## config.mk

```make
export PLATFORM = sky130hd
export DESIGN_NAME = length_prefixed_frame_deframer
export DESIGN_NICKNAME = d
export VERILOG_FILES = /design/src/hw/rtl/lpfd_pkg.sv /design/src/hw/rtl/lpfd_out_buf.sv /design/src/hw/rtl/length_prefixed_frame_deframer.sv
export SDC_FILE = /design/constraint.sdc
export NUM_CORES = 1
export LEC_CHECK = 0
export BUFFER_PORTS_ARGS = -buffer_cell sky130_fd_sc_hd__buf_4
export CAP_MARGIN = 40
export CELL_PAD_IN_SITES_DETAIL_PLACEMENT = 1
export CELL_PAD_IN_SITES_GLOBAL_PLACEMENT = 1
export CORE_MARGIN = 10
export CORE_UTILIZATION = 51
export CTS_BUF_LIST = sky130_fd_sc_hd__clkbuf_4 sky130_fd_sc_hd__clkbuf_8
export DETAILED_ROUTE_END_ITERATION = 6
export GPL_TIMING_DRIVEN = 0
export PLACE_DENSITY_LB_ADDON = 0.12
export SYNTH_ARGS = -nofsm -noshare
export SYNTH_HDL_FRONTEND = slang
export SYNTH_SLANG_ARGS = --single-unit
```

## constraint.sdc

```tcl
create_clock -name aclk -period 5.1 [get_ports aclk]
set_input_delay 0.51 -clock aclk [delete_from_list [all_inputs] [get_ports aclk]]
set_output_delay 0.51 -clock aclk [all_outputs]
set_load 0.02 [all_outputs]
```

## src/hw/rtl/lpfd_pkg.sv

```systemverilog
// ----------------------------------------------------------------------------
// lpfd_pkg
// Shared types and constants of the length-prefixed frame deframer.
// ----------------------------------------------------------------------------
package lpfd_pkg;

    localparam int CFG_DATA_W = 32;
    localparam int CFG_IDX_W  = 2;
    localparam int MAXLEN_W   = 24;

    // register indexes
    localparam logic [CFG_IDX_W-1:0] REG_HEAD   = 2'd0;
    localparam logic [CFG_IDX_W-1:0] REG_TAIL   = 2'd1;
    localparam logic [CFG_IDX_W-1:0] REG_MAXLEN = 2'd2;

    localparam logic [31:0]         HEAD_RESET   = 32'h0117_1701;
    localparam logic [31:0]         TAIL_RESET   = 32'h0417_1704;
    localparam logic [MAXLEN_W-1:0] MAXLEN_RESET = 24'd10485748;

    // result kinds
    localparam logic [1:0] KIND_BODY = 2'd0;
    localparam logic [1:0] KIND_GOOD = 2'd1;
    localparam logic [1:0] KIND_ERR  = 2'd2;

    // error causes
    localparam logic [1:0] CAUSE_NONE = 2'd0;
    localparam logic [1:0] CAUSE_HEAD = 2'd1;
    localparam logic [1:0] CAUSE_LEN  = 2'd2;
    localparam logic [1:0] CAUSE_TAIL = 2'd3;

    typedef struct packed {
        logic [1:0] result_kind;
        logic [7:0] body_byte;
        logic [1:0] error_cause;
    } result_t;

    // byte idx of a pattern, first byte in bits 31..24
    function automatic logic [7:0] pattern_byte(input logic [31:0] pat,
                                                input logic [1:0]  idx);
        logic [7:0] b;
        unique case (idx)
            2'd0:    b = pat[31:24];
            2'd1:    b = pat[23:16];
            2'd2:    b = pat[15:8];
            default: b = pat[7:0];
        endcase
        return b;
    endfunction

endpackage

```

## src/hw/rtl/lpfd_out_buf.sv

```systemverilog
// ----------------------------------------------------------------------------
// lpfd_out_buf
// Two-entry result buffer: output register plus skid stage.
// ----------------------------------------------------------------------------
module lpfd_out_buf (
    input  logic              aclk,
    input  logic              aresetn,
    input  logic              push,
    input  lpfd_pkg::result_t push_res,
    output logic              can_push,
    output logic              out_valid,
    input  logic              out_ready,
    output lpfd_pkg::result_t out_res
);
    import lpfd_pkg::*;

    logic    main_valid_reg;
    result_t main_reg;
    logic    skid_valid_reg;
    result_t skid_reg;
    logic    pop;

    assign pop       = main_valid_reg && out_ready;
    assign can_push  = !skid_valid_reg;
    assign out_valid = main_valid_reg;
    assign out_res   = main_reg;

    always_ff @(posedge aclk) begin
        if (!aresetn) begin
            main_valid_reg <= 1'b0;
            skid_valid_reg <= 1'b0;
        end else if (skid_valid_reg) begin
            // no push possible here; refill main from skid
            if (pop) begin
                main_reg       <= skid_reg;
                skid_valid_reg <= 1'b0;
            end
        end else if (push) begin
            if (!main_valid_reg || pop) begin
                main_reg       <= push_res;
                main_valid_reg <= 1'b1;
            end else begin
                skid_reg       <= push_res;
                skid_valid_reg <= 1'b1;
            end
        end else if (pop) begin
            main_valid_reg <= 1'b0;
        end
    end

    // skid holds only while main is full
    a_skid_needs_main: assert property (@(posedge aclk) disable iff (!aresetn)
        skid_valid_reg |-> main_valid_reg)
        else $error("skid stage full with empty output register");

    a_skid_holds: assert property (@(posedge aclk) disable iff (!aresetn)
        (skid_valid_reg && !out_ready) |=> (skid_valid_reg && $stable(skid_reg)))
        else $error("skid item changed while output stalled");

    a_no_push_when_full: assert property (@(posedge aclk) disable iff (!aresetn)
        skid_valid_reg |-> !push)
        else $error("item pushed into a full buffer");

endmodule

```

## src/hw/rtl/length_prefixed_frame_deframer.sv

```systemverilog
// ----------------------------------------------------------------------------
// length_prefixed_frame_deframer
// Recovers frames (head, LE signed length, body, tail) from a byte stream.
// ----------------------------------------------------------------------------
//
//  channel   ports                                    dir   handshake
//  -------   ---------------------------------------  ----  -------------
//  input     s_valid s_ready s_rx_byte                in    valid/ready
//  result    m_valid m_ready m_result_kind            out   valid/ready
//            m_body_byte m_error_cause
//  config    cfg_wr_en cfg_wr_index cfg_wr_data       in    write enable
//
//  One byte per cycle while s_ready is high. Each accepted byte updates the
//  parser state at the accepting edge; its result, if any, is registered at
//  that same edge, in the output register or, while that is full, the skid stage.
//  A two-entry result buffer (output register plus skid stage) keeps input
//  flowing while one result waits; s_ready drops only when both are full.
//  Reset (aresetn low, synchronous) returns to head hunt and reloads the
//  registers with their default patterns and maximum length.
//
module length_prefixed_frame_deframer #(
    parameter int LENGTH_WIDTH = 24
) (
    input  logic                              aclk,
    input  logic                              aresetn,
    // input channel
    input  logic                              s_valid,
    output logic                              s_ready,
    input  logic [7:0]                        s_rx_byte,
    // result channel
    output logic                              m_valid,
    input  logic                              m_ready,
    output logic [1:0]                        m_result_kind,
    output logic [7:0]                        m_body_byte,
    output logic [1:0]                        m_error_cause,
    // configuration
    input  logic                              cfg_wr_en,
    input  logic [lpfd_pkg::CFG_IDX_W-1:0]    cfg_wr_index,
    input  logic [lpfd_pkg::CFG_DATA_W-1:0]   cfg_wr_data
);
    import lpfd_pkg::*;

    typedef enum logic [1:0] {
        PH_HUNT,
        PH_LEN,
        PH_BODY,
        PH_TAIL
    } phase_t;

    // configuration registers
    logic [31:0]             head_pattern_reg;
    logic [31:0]             tail_pattern_reg;
    logic [MAXLEN_W-1:0]     max_body_length_reg;

    // parser state
    phase_t                  phase_reg,          phase_next;
    logic [1:0]              pat_idx_reg,        pat_idx_next;
    logic [23:0]             len_bytes_reg,      len_bytes_next;
    logic [LENGTH_WIDTH-1:0] body_rem_reg,       body_rem_next;
    logic                    err_reported_reg,   err_reported_next;

    logic                    accept;
    logic                    res_valid;
    result_t                 res;
    result_t                 out_res;
    logic [31:0]             full_len;
    logic                    len_bad;
    logic [7:0]              head_byte;
    logic [7:0]              head_first;
    logic [7:0]              tail_byte;

    assign accept     = s_valid && s_ready;
    assign head_byte  = pattern_byte(head_pattern_reg, pat_idx_reg);
    assign head_first = pattern_byte(head_pattern_reg, 2'd0);
    assign tail_byte  = pattern_byte(tail_pattern_reg, pat_idx_reg);

    // length is complete with the fourth byte, which is the top byte
    assign full_len = {s_rx_byte, len_bytes_reg};
    assign len_bad  = full_len[31] || (full_len == 32'd0)
                   || (full_len > {{(32 - MAXLEN_W){1'b0}}, max_body_length_reg})
                   || (|full_len[31:LENGTH_WIDTH]);

    // ------------------------------------------------------------------
    // configuration writes
    // ------------------------------------------------------------------
    always_ff @(posedge aclk) begin
        if (!aresetn) begin
            head_pattern_reg    <= HEAD_RESET;
            tail_pattern_reg    <= TAIL_RESET;
            max_body_length_reg <= MAXLEN_RESET;
        end else if (cfg_wr_en) begin
            // indexes beyond the list are dropped
            if (cfg_wr_index == REG_HEAD) begin
                head_pattern_reg <= cfg_wr_data;
            end else if (cfg_wr_index == REG_TAIL) begin
                tail_pattern_reg <= cfg_wr_data;
            end else if (cfg_wr_index == REG_MAXLEN) begin
                max_body_length_reg <= cfg_wr_data[MAXLEN_W-1:0];
            end
        end
    end

    // ------------------------------------------------------------------
    // per-byte parser step
    // ------------------------------------------------------------------
    always_comb begin
        phase_next        = phase_reg;
        pat_idx_next      = pat_idx_reg;
        len_bytes_next    = len_bytes_reg;
        body_rem_next     = body_rem_reg;
        err_reported_next = err_reported_reg;
        res_valid         = 1'b0;
        res.result_kind   = KIND_BODY;
        res.body_byte     = 8'd0;
        res.error_cause   = CAUSE_NONE;

        unique case (phase_reg)
            PH_HUNT: begin
                if (s_rx_byte == head_byte) begin
                    if (pat_idx_reg == 2'd3) begin
                        phase_next        = PH_LEN;
                        pat_idx_next      = 2'd0;
                        len_bytes_next    = 24'd0;
                        err_reported_next = 1'b0;
                    end else begin
                        pat_idx_next = pat_idx_reg + 2'd1;
                    end
                end else begin
                    // restart the match on this byte if it opens a head
                    pat_idx_next = (s_rx_byte == head_first) ? 2'd1 : 2'd0;
                    if (!err_reported_reg) begin
                        err_reported_next = 1'b1;
                        res_valid         = 1'b1;
                        res.result_kind   = KIND_ERR;
                        res.error_cause   = CAUSE_HEAD;
                    end
                end
            end
            PH_LEN: begin
                len_bytes_next = {s_rx_byte, len_bytes_reg[23:8]};
                if (pat_idx_reg != 2'd3) begin
                    pat_idx_next = pat_idx_reg + 2'd1;
                end else begin
                    pat_idx_next = 2'd0;
                    if (len_bad) begin
                        phase_next        = PH_HUNT;
                        err_reported_next = 1'b1;
                        res_valid         = 1'b1;
                        res.result_kind   = KIND_ERR;
                        res.error_cause   = CAUSE_LEN;
                    end else begin
                        body_rem_next = full_len[LENGTH_WIDTH-1:0];
                        phase_next    = PH_BODY;
                    end
                end
            end
            PH_BODY: begin
                res_valid     = 1'b1;
                res.body_byte = s_rx_byte;
                body_rem_next = body_rem_reg - LENGTH_WIDTH'(1);
                if (body_rem_reg == LENGTH_WIDTH'(1)) begin
                    phase_next   = PH_TAIL;
                    pat_idx_next = 2'd0;
                end
            end
            default: begin
                if (s_rx_byte != tail_byte) begin
                    // drop the mismatching byte and hunt again
                    phase_next        = PH_HUNT;
                    pat_idx_next      = 2'd0;
                    err_reported_next = 1'b1;
                    res_valid         = 1'b1;
                    res.result_kind   = KIND_ERR;
                    res.error_cause   = CAUSE_TAIL;
                end else if (pat_idx_reg != 2'd3) begin
                    pat_idx_next = pat_idx_reg + 2'd1;
                end else begin
                    phase_next      = PH_HUNT;
                    pat_idx_next    = 2'd0;
                    res_valid       = 1'b1;
                    res.result_kind = KIND_GOOD;
                end
            end
        endcase
    end

    // hold state unless an item is accepted
    always_ff @(posedge aclk) begin
        if (!aresetn) begin
            phase_reg        <= PH_HUNT;
            pat_idx_reg      <= 2'd0;
            len_bytes_reg    <= 24'd0;
            body_rem_reg     <= '0;
            err_reported_reg <= 1'b0;
        end else if (accept) begin
            phase_reg        <= phase_next;
            pat_idx_reg      <= pat_idx_next;
            len_bytes_reg    <= len_bytes_next;
            body_rem_reg     <= body_rem_next;
            err_reported_reg <= err_reported_next;
        end
    end

    // ------------------------------------------------------------------
    // result buffer
    // ------------------------------------------------------------------
    lpfd_out_buf u_out_buf (
        .aclk      (aclk),
        .aresetn   (aresetn),
        .push      (accept && res_valid),
        .push_res  (res),
        .can_push  (s_ready),
        .out_valid (m_valid),
        .out_ready (m_ready),
        .out_res   (out_res)
    );

    assign m_result_kind = out_res.result_kind;
    assign m_body_byte   = out_res.body_byte;
    assign m_error_cause = out_res.error_cause;

    // ------------------------------------------------------------------
    // assertions
    // ------------------------------------------------------------------
    a_body_count_live: assert property (@(posedge aclk) disable iff (!aresetn)
        (phase_reg == PH_BODY) |-> (body_rem_reg != '0))
        else $error("body phase with no bytes remaining");

    a_body_index_zero: assert property (@(posedge aclk) disable iff (!aresetn)
        (phase_reg == PH_BODY) |-> (pat_idx_reg == 2'd0))
        else $error("pattern index not cleared in body phase");

    a_tail_miss: assert property (@(posedge aclk) disable iff (!aresetn)
        (accept && phase_reg == PH_TAIL && s_rx_byte != tail_byte)
        |=> (phase_reg == PH_HUNT && err_reported_reg))
        else $error("tail mismatch did not return to hunt");

    a_cause_only_on_error: assert property (@(posedge aclk) disable iff (!aresetn)
        (m_valid && m_result_kind != KIND_ERR) |-> (m_error_cause == CAUSE_NONE))
        else $error("error cause on a non-error result");

endmodule
```

==> summary.md <==
| Metric | Value |
|---|---|
| Delay contributed by the slowest stage of the critical path | 0.59 ns |
| Clock transition at the registers of the reported paths | 0.09 ns |
| Vias after detailed routing | 8086 |
| Finish-stage setup viols | 0 |
| Multi-input logic area | 0.00443 mm^2 |
| Clock insertion delay at the later pin of the skew report | 0.49 ns |
| Cell Chain, Critical Path | inv_1 > ha_1 > clkbuf_1 > a222oi_1 > a21oi_1 > xnor2_1 > nand4_1 > o41ai_1 > and2_1 > o211ai_1 > buf_4 |
| CTS resizes | 0 |
| Final critical delay including setup and external delays | 3.85 ns |
| Vertical die dimension | 149 um |
| Startpoint Class | register |
| Routed len/inst | 22.4 um |
| Fill cell total of the finished layout | 1954 |
| Primary FF master, synth | sky130_fd_sc_hd__dfxtp_1 |
| Reg area | 0.00358 mm^2 |
| Floorplan die width | 149 um |
| Path category of the worst min-delay check | in -> reg |
| Max-cap viol count | 0 |
| Relative area change from synthesis to final layout | 12.3% |
| Nets in the synthesized netlist | 1082 |
| Worst-case clock skew | 0.0163 ns |
| Number of antenna violations at the first check in global routing | 0 |
| Run status | finished, violations left |
| Number of antenna-violating nets in the routed design | 0 |
| H-Tree Depth | 4 |
| TritonRoute pass-1 iters | 7 |
| Total Routing Usage GR | 26.3% |
| Count of flip-flops with a built-in enable after synthesis | 24 |
| Starting density of the core | 52.6% |
| CTS tree | yes |
| Hpwl dp | 21900 um |
| CTS Buf Count | 17 |
| RSZ-0062 raised after global routing | no |
| Part of the cycle the worst path needs | 75.5% |
| Total Die Area | 0.0221 mm^2 |
| DR vias/cell | 6.19 |
| Initial DRC count | 670 |
| Final hold violations | 0 |
| Ratio of cells with drive above 1 in the final layout | 12.0% |
| Placer Congestion | 0.891 |
| Mean Syn Cell Area | 8.40 um^2 |
| Vias in the first global route | 8192 |
| CTS Root Buffer Type | sky130_fd_sc_hd__clkbuf_8 |
| Sequential share of the synthesized area | 42.4% |
| Met2 track demand over resource in global routing | 41.8% |
| Highest-utilization routing layer at the global route stage | met2 |
| Remaining max-slew budget at the tightest pin | 41.3% |
| CTS Hold Bufs | 0 |
| Crit-path max FO | 10 |
| Met3 capacity usage during global routing | 7.04% |
| Most frequent cells in the layout | sky130_fd_sc_hd__nand2_1, sky130_fd_sc_hd__dfxtp_1, sky130_fd_sc_hd__a21oi_1 |
| Critical Path RT | 5.34 ns |
| Most common library cell in the layout ignoring fill and taps | sky130_fd_sc_hd__nand2_1 |
| Post-CTS setup buffer count | 0 |
| Achievable Freq | 260 MHz |
| VDD IR-drop max | 0.000205 V |
| Cell Pwr Density | 271 mW/mm^2 |
| Area inside the core boundary | 0.0161 mm^2 |
| Number of buffers on the longest clock path | 2 |
| Synthesized instance count | 1005 |
| # placed instances | 1274 |
| Final non-filler cell total | 1306 |
| Final number of max-transition violations | 0 |
| Sinks on Clock Net | 167 |
| Cell with the largest stage delay on the worst path | sky130_fd_sc_hd__a222oi_1 |
| Antenna Cells | 0 |
| FFs w/ async S/R, synth | 0% |
| Final sum of negative setup slack | 0 ns |
| Ys Warns | 0 |
| Row count | 46 |
| Setup slack of the most critical reg-to-reg path | 1.25 ns |
| Count of distinct cell types in the synthesized netlist | 73 |
| Worst Setup End Kind | register |
| Number of primary I/O pins | 61 |
| Worst EP arrival | 4.09 ns |
| Total congestion overflow after global routing | 0 |
| IO buf count | 51 |
| Design Power | 2.57 mW |
| Transition time of the tightest slew-check pin | 0.878 ns |
| GRT met1 Usage | 33.7% |
| Number of nets in the final layout | 1154 |
| Number of synthesized register bits | 167 |
| Leakage component of the power | 3.77 nW |
| Worst setup path class | reg -> reg |
| Largest net degree at the start of global routing | 17 |
| Violated checks | DRC |
| Remaining design rule violation count | 1 |
| Syn Std Cell Area | 0.00845 mm^2 |
| Wire length after detailed routing | 29200 um |
| Wire length of the first global-routing pass | 45500 um |
-- cell families after synthesis --
family                     after synthesis  share of synthesized area [%]
and+or+nand+nor                        418                           23.2
buffers and inverters                  106                           5.13
muxes                                   42                           5.16
adders and majority gates               30                           4.44
AOI/OAI and AO/OA                      218                           17.1
DFF                                    167                           42.4
xor gates and xnor gates                24                           2.49
-- synthesized netlist by cell type, drive strengths merged (20+ instances only) --
| cell type | number | area (um^2) |
|---|---|---|
| a21oi | 89 | 449 |
| buf | 21 | 114 |
| clkbuf | 48 | 180 |
| dfxtp | 143 | 2860 |
| edfxtp | 24 | 721 |
| ha | 30 | 375 |
| inv | 37 | 139 |
| mux2i | 30 | 300 |
| nand2 | 249 | 937 |
| nand3 | 34 | 170 |
| nor2 | 24 | 90.1 |
| nor3 | 20 | 100 |
| o211ai | 29 | 223 |
| xnor2 | 24 | 210 |
-- worst max-delay path: cells and delay by family (launching register included) --
family	cells	cell delay (ns)
fa+ha+maj	1	0.33
simple gates	2	0.57
xor+xnor	1	0.17
compound gates	4	1.42
buf+inv	3	0.68
flops	1	0.43
-- power breakdown --
part	internal (mW)	total, mW	switching [mW]
Combinational	0.0937	0.262	0.168
Clock	0.402	0.924	0.522
Sequential	1.37	1.39	0.0205
-- path summary, 6_finish.rpt --
| check | cells after the start | from | to |
|---|---|---|---|
| setup / recovery | 11 | pat_idx_reg[0] | u_out_buf.out_res[6] |
| hold / removal | 3 | cfg_wr_data[26] | tail_pattern_reg[26] |
| hold reg to reg | 2 | max_body_length_reg[21] | max_body_length_reg[21] |
| setup reg to reg | 11 | pat_idx_reg[0] | u_out_buf.out_res[6] |
-- stage by stage --
stage	area [um^2]	hold slack [ns]	utilization (%)	worst slack, ns
after global routing	9490	0.263	59.1	1.16
after global placement	9100	0.444	56.7	0.785
after detailed placement	9120	0.448	56.8	1.40
after CTS	9490	0.244	59.1	1.38
after floorplan	8450	0.436	-	1.79
final	9490	0.262	59.1	1.25
-- layer usage --
metal,wire length [um],part of all wire (%),vias up
met5,0,0,-
met4,699,2.4,0
met3,2450,8.4,51
met2,13400,46,317
met1,12700,43,3991
li1,-,-,3727
-- cell type report --
class / count / share of cell area (%)
tap: 216 / 2.85
inverter: 37 / 1.46
buffer: 69 / 3.10
clock inverter: 9 / 0.686
sequential: 167 / 37.8
clock buffer: 23 / 3.20
multi-input combinational: 732 / 46.7
timing repair buffer: 53 / 4.19
No activity file was read; power rests on OpenSTA's default activity.
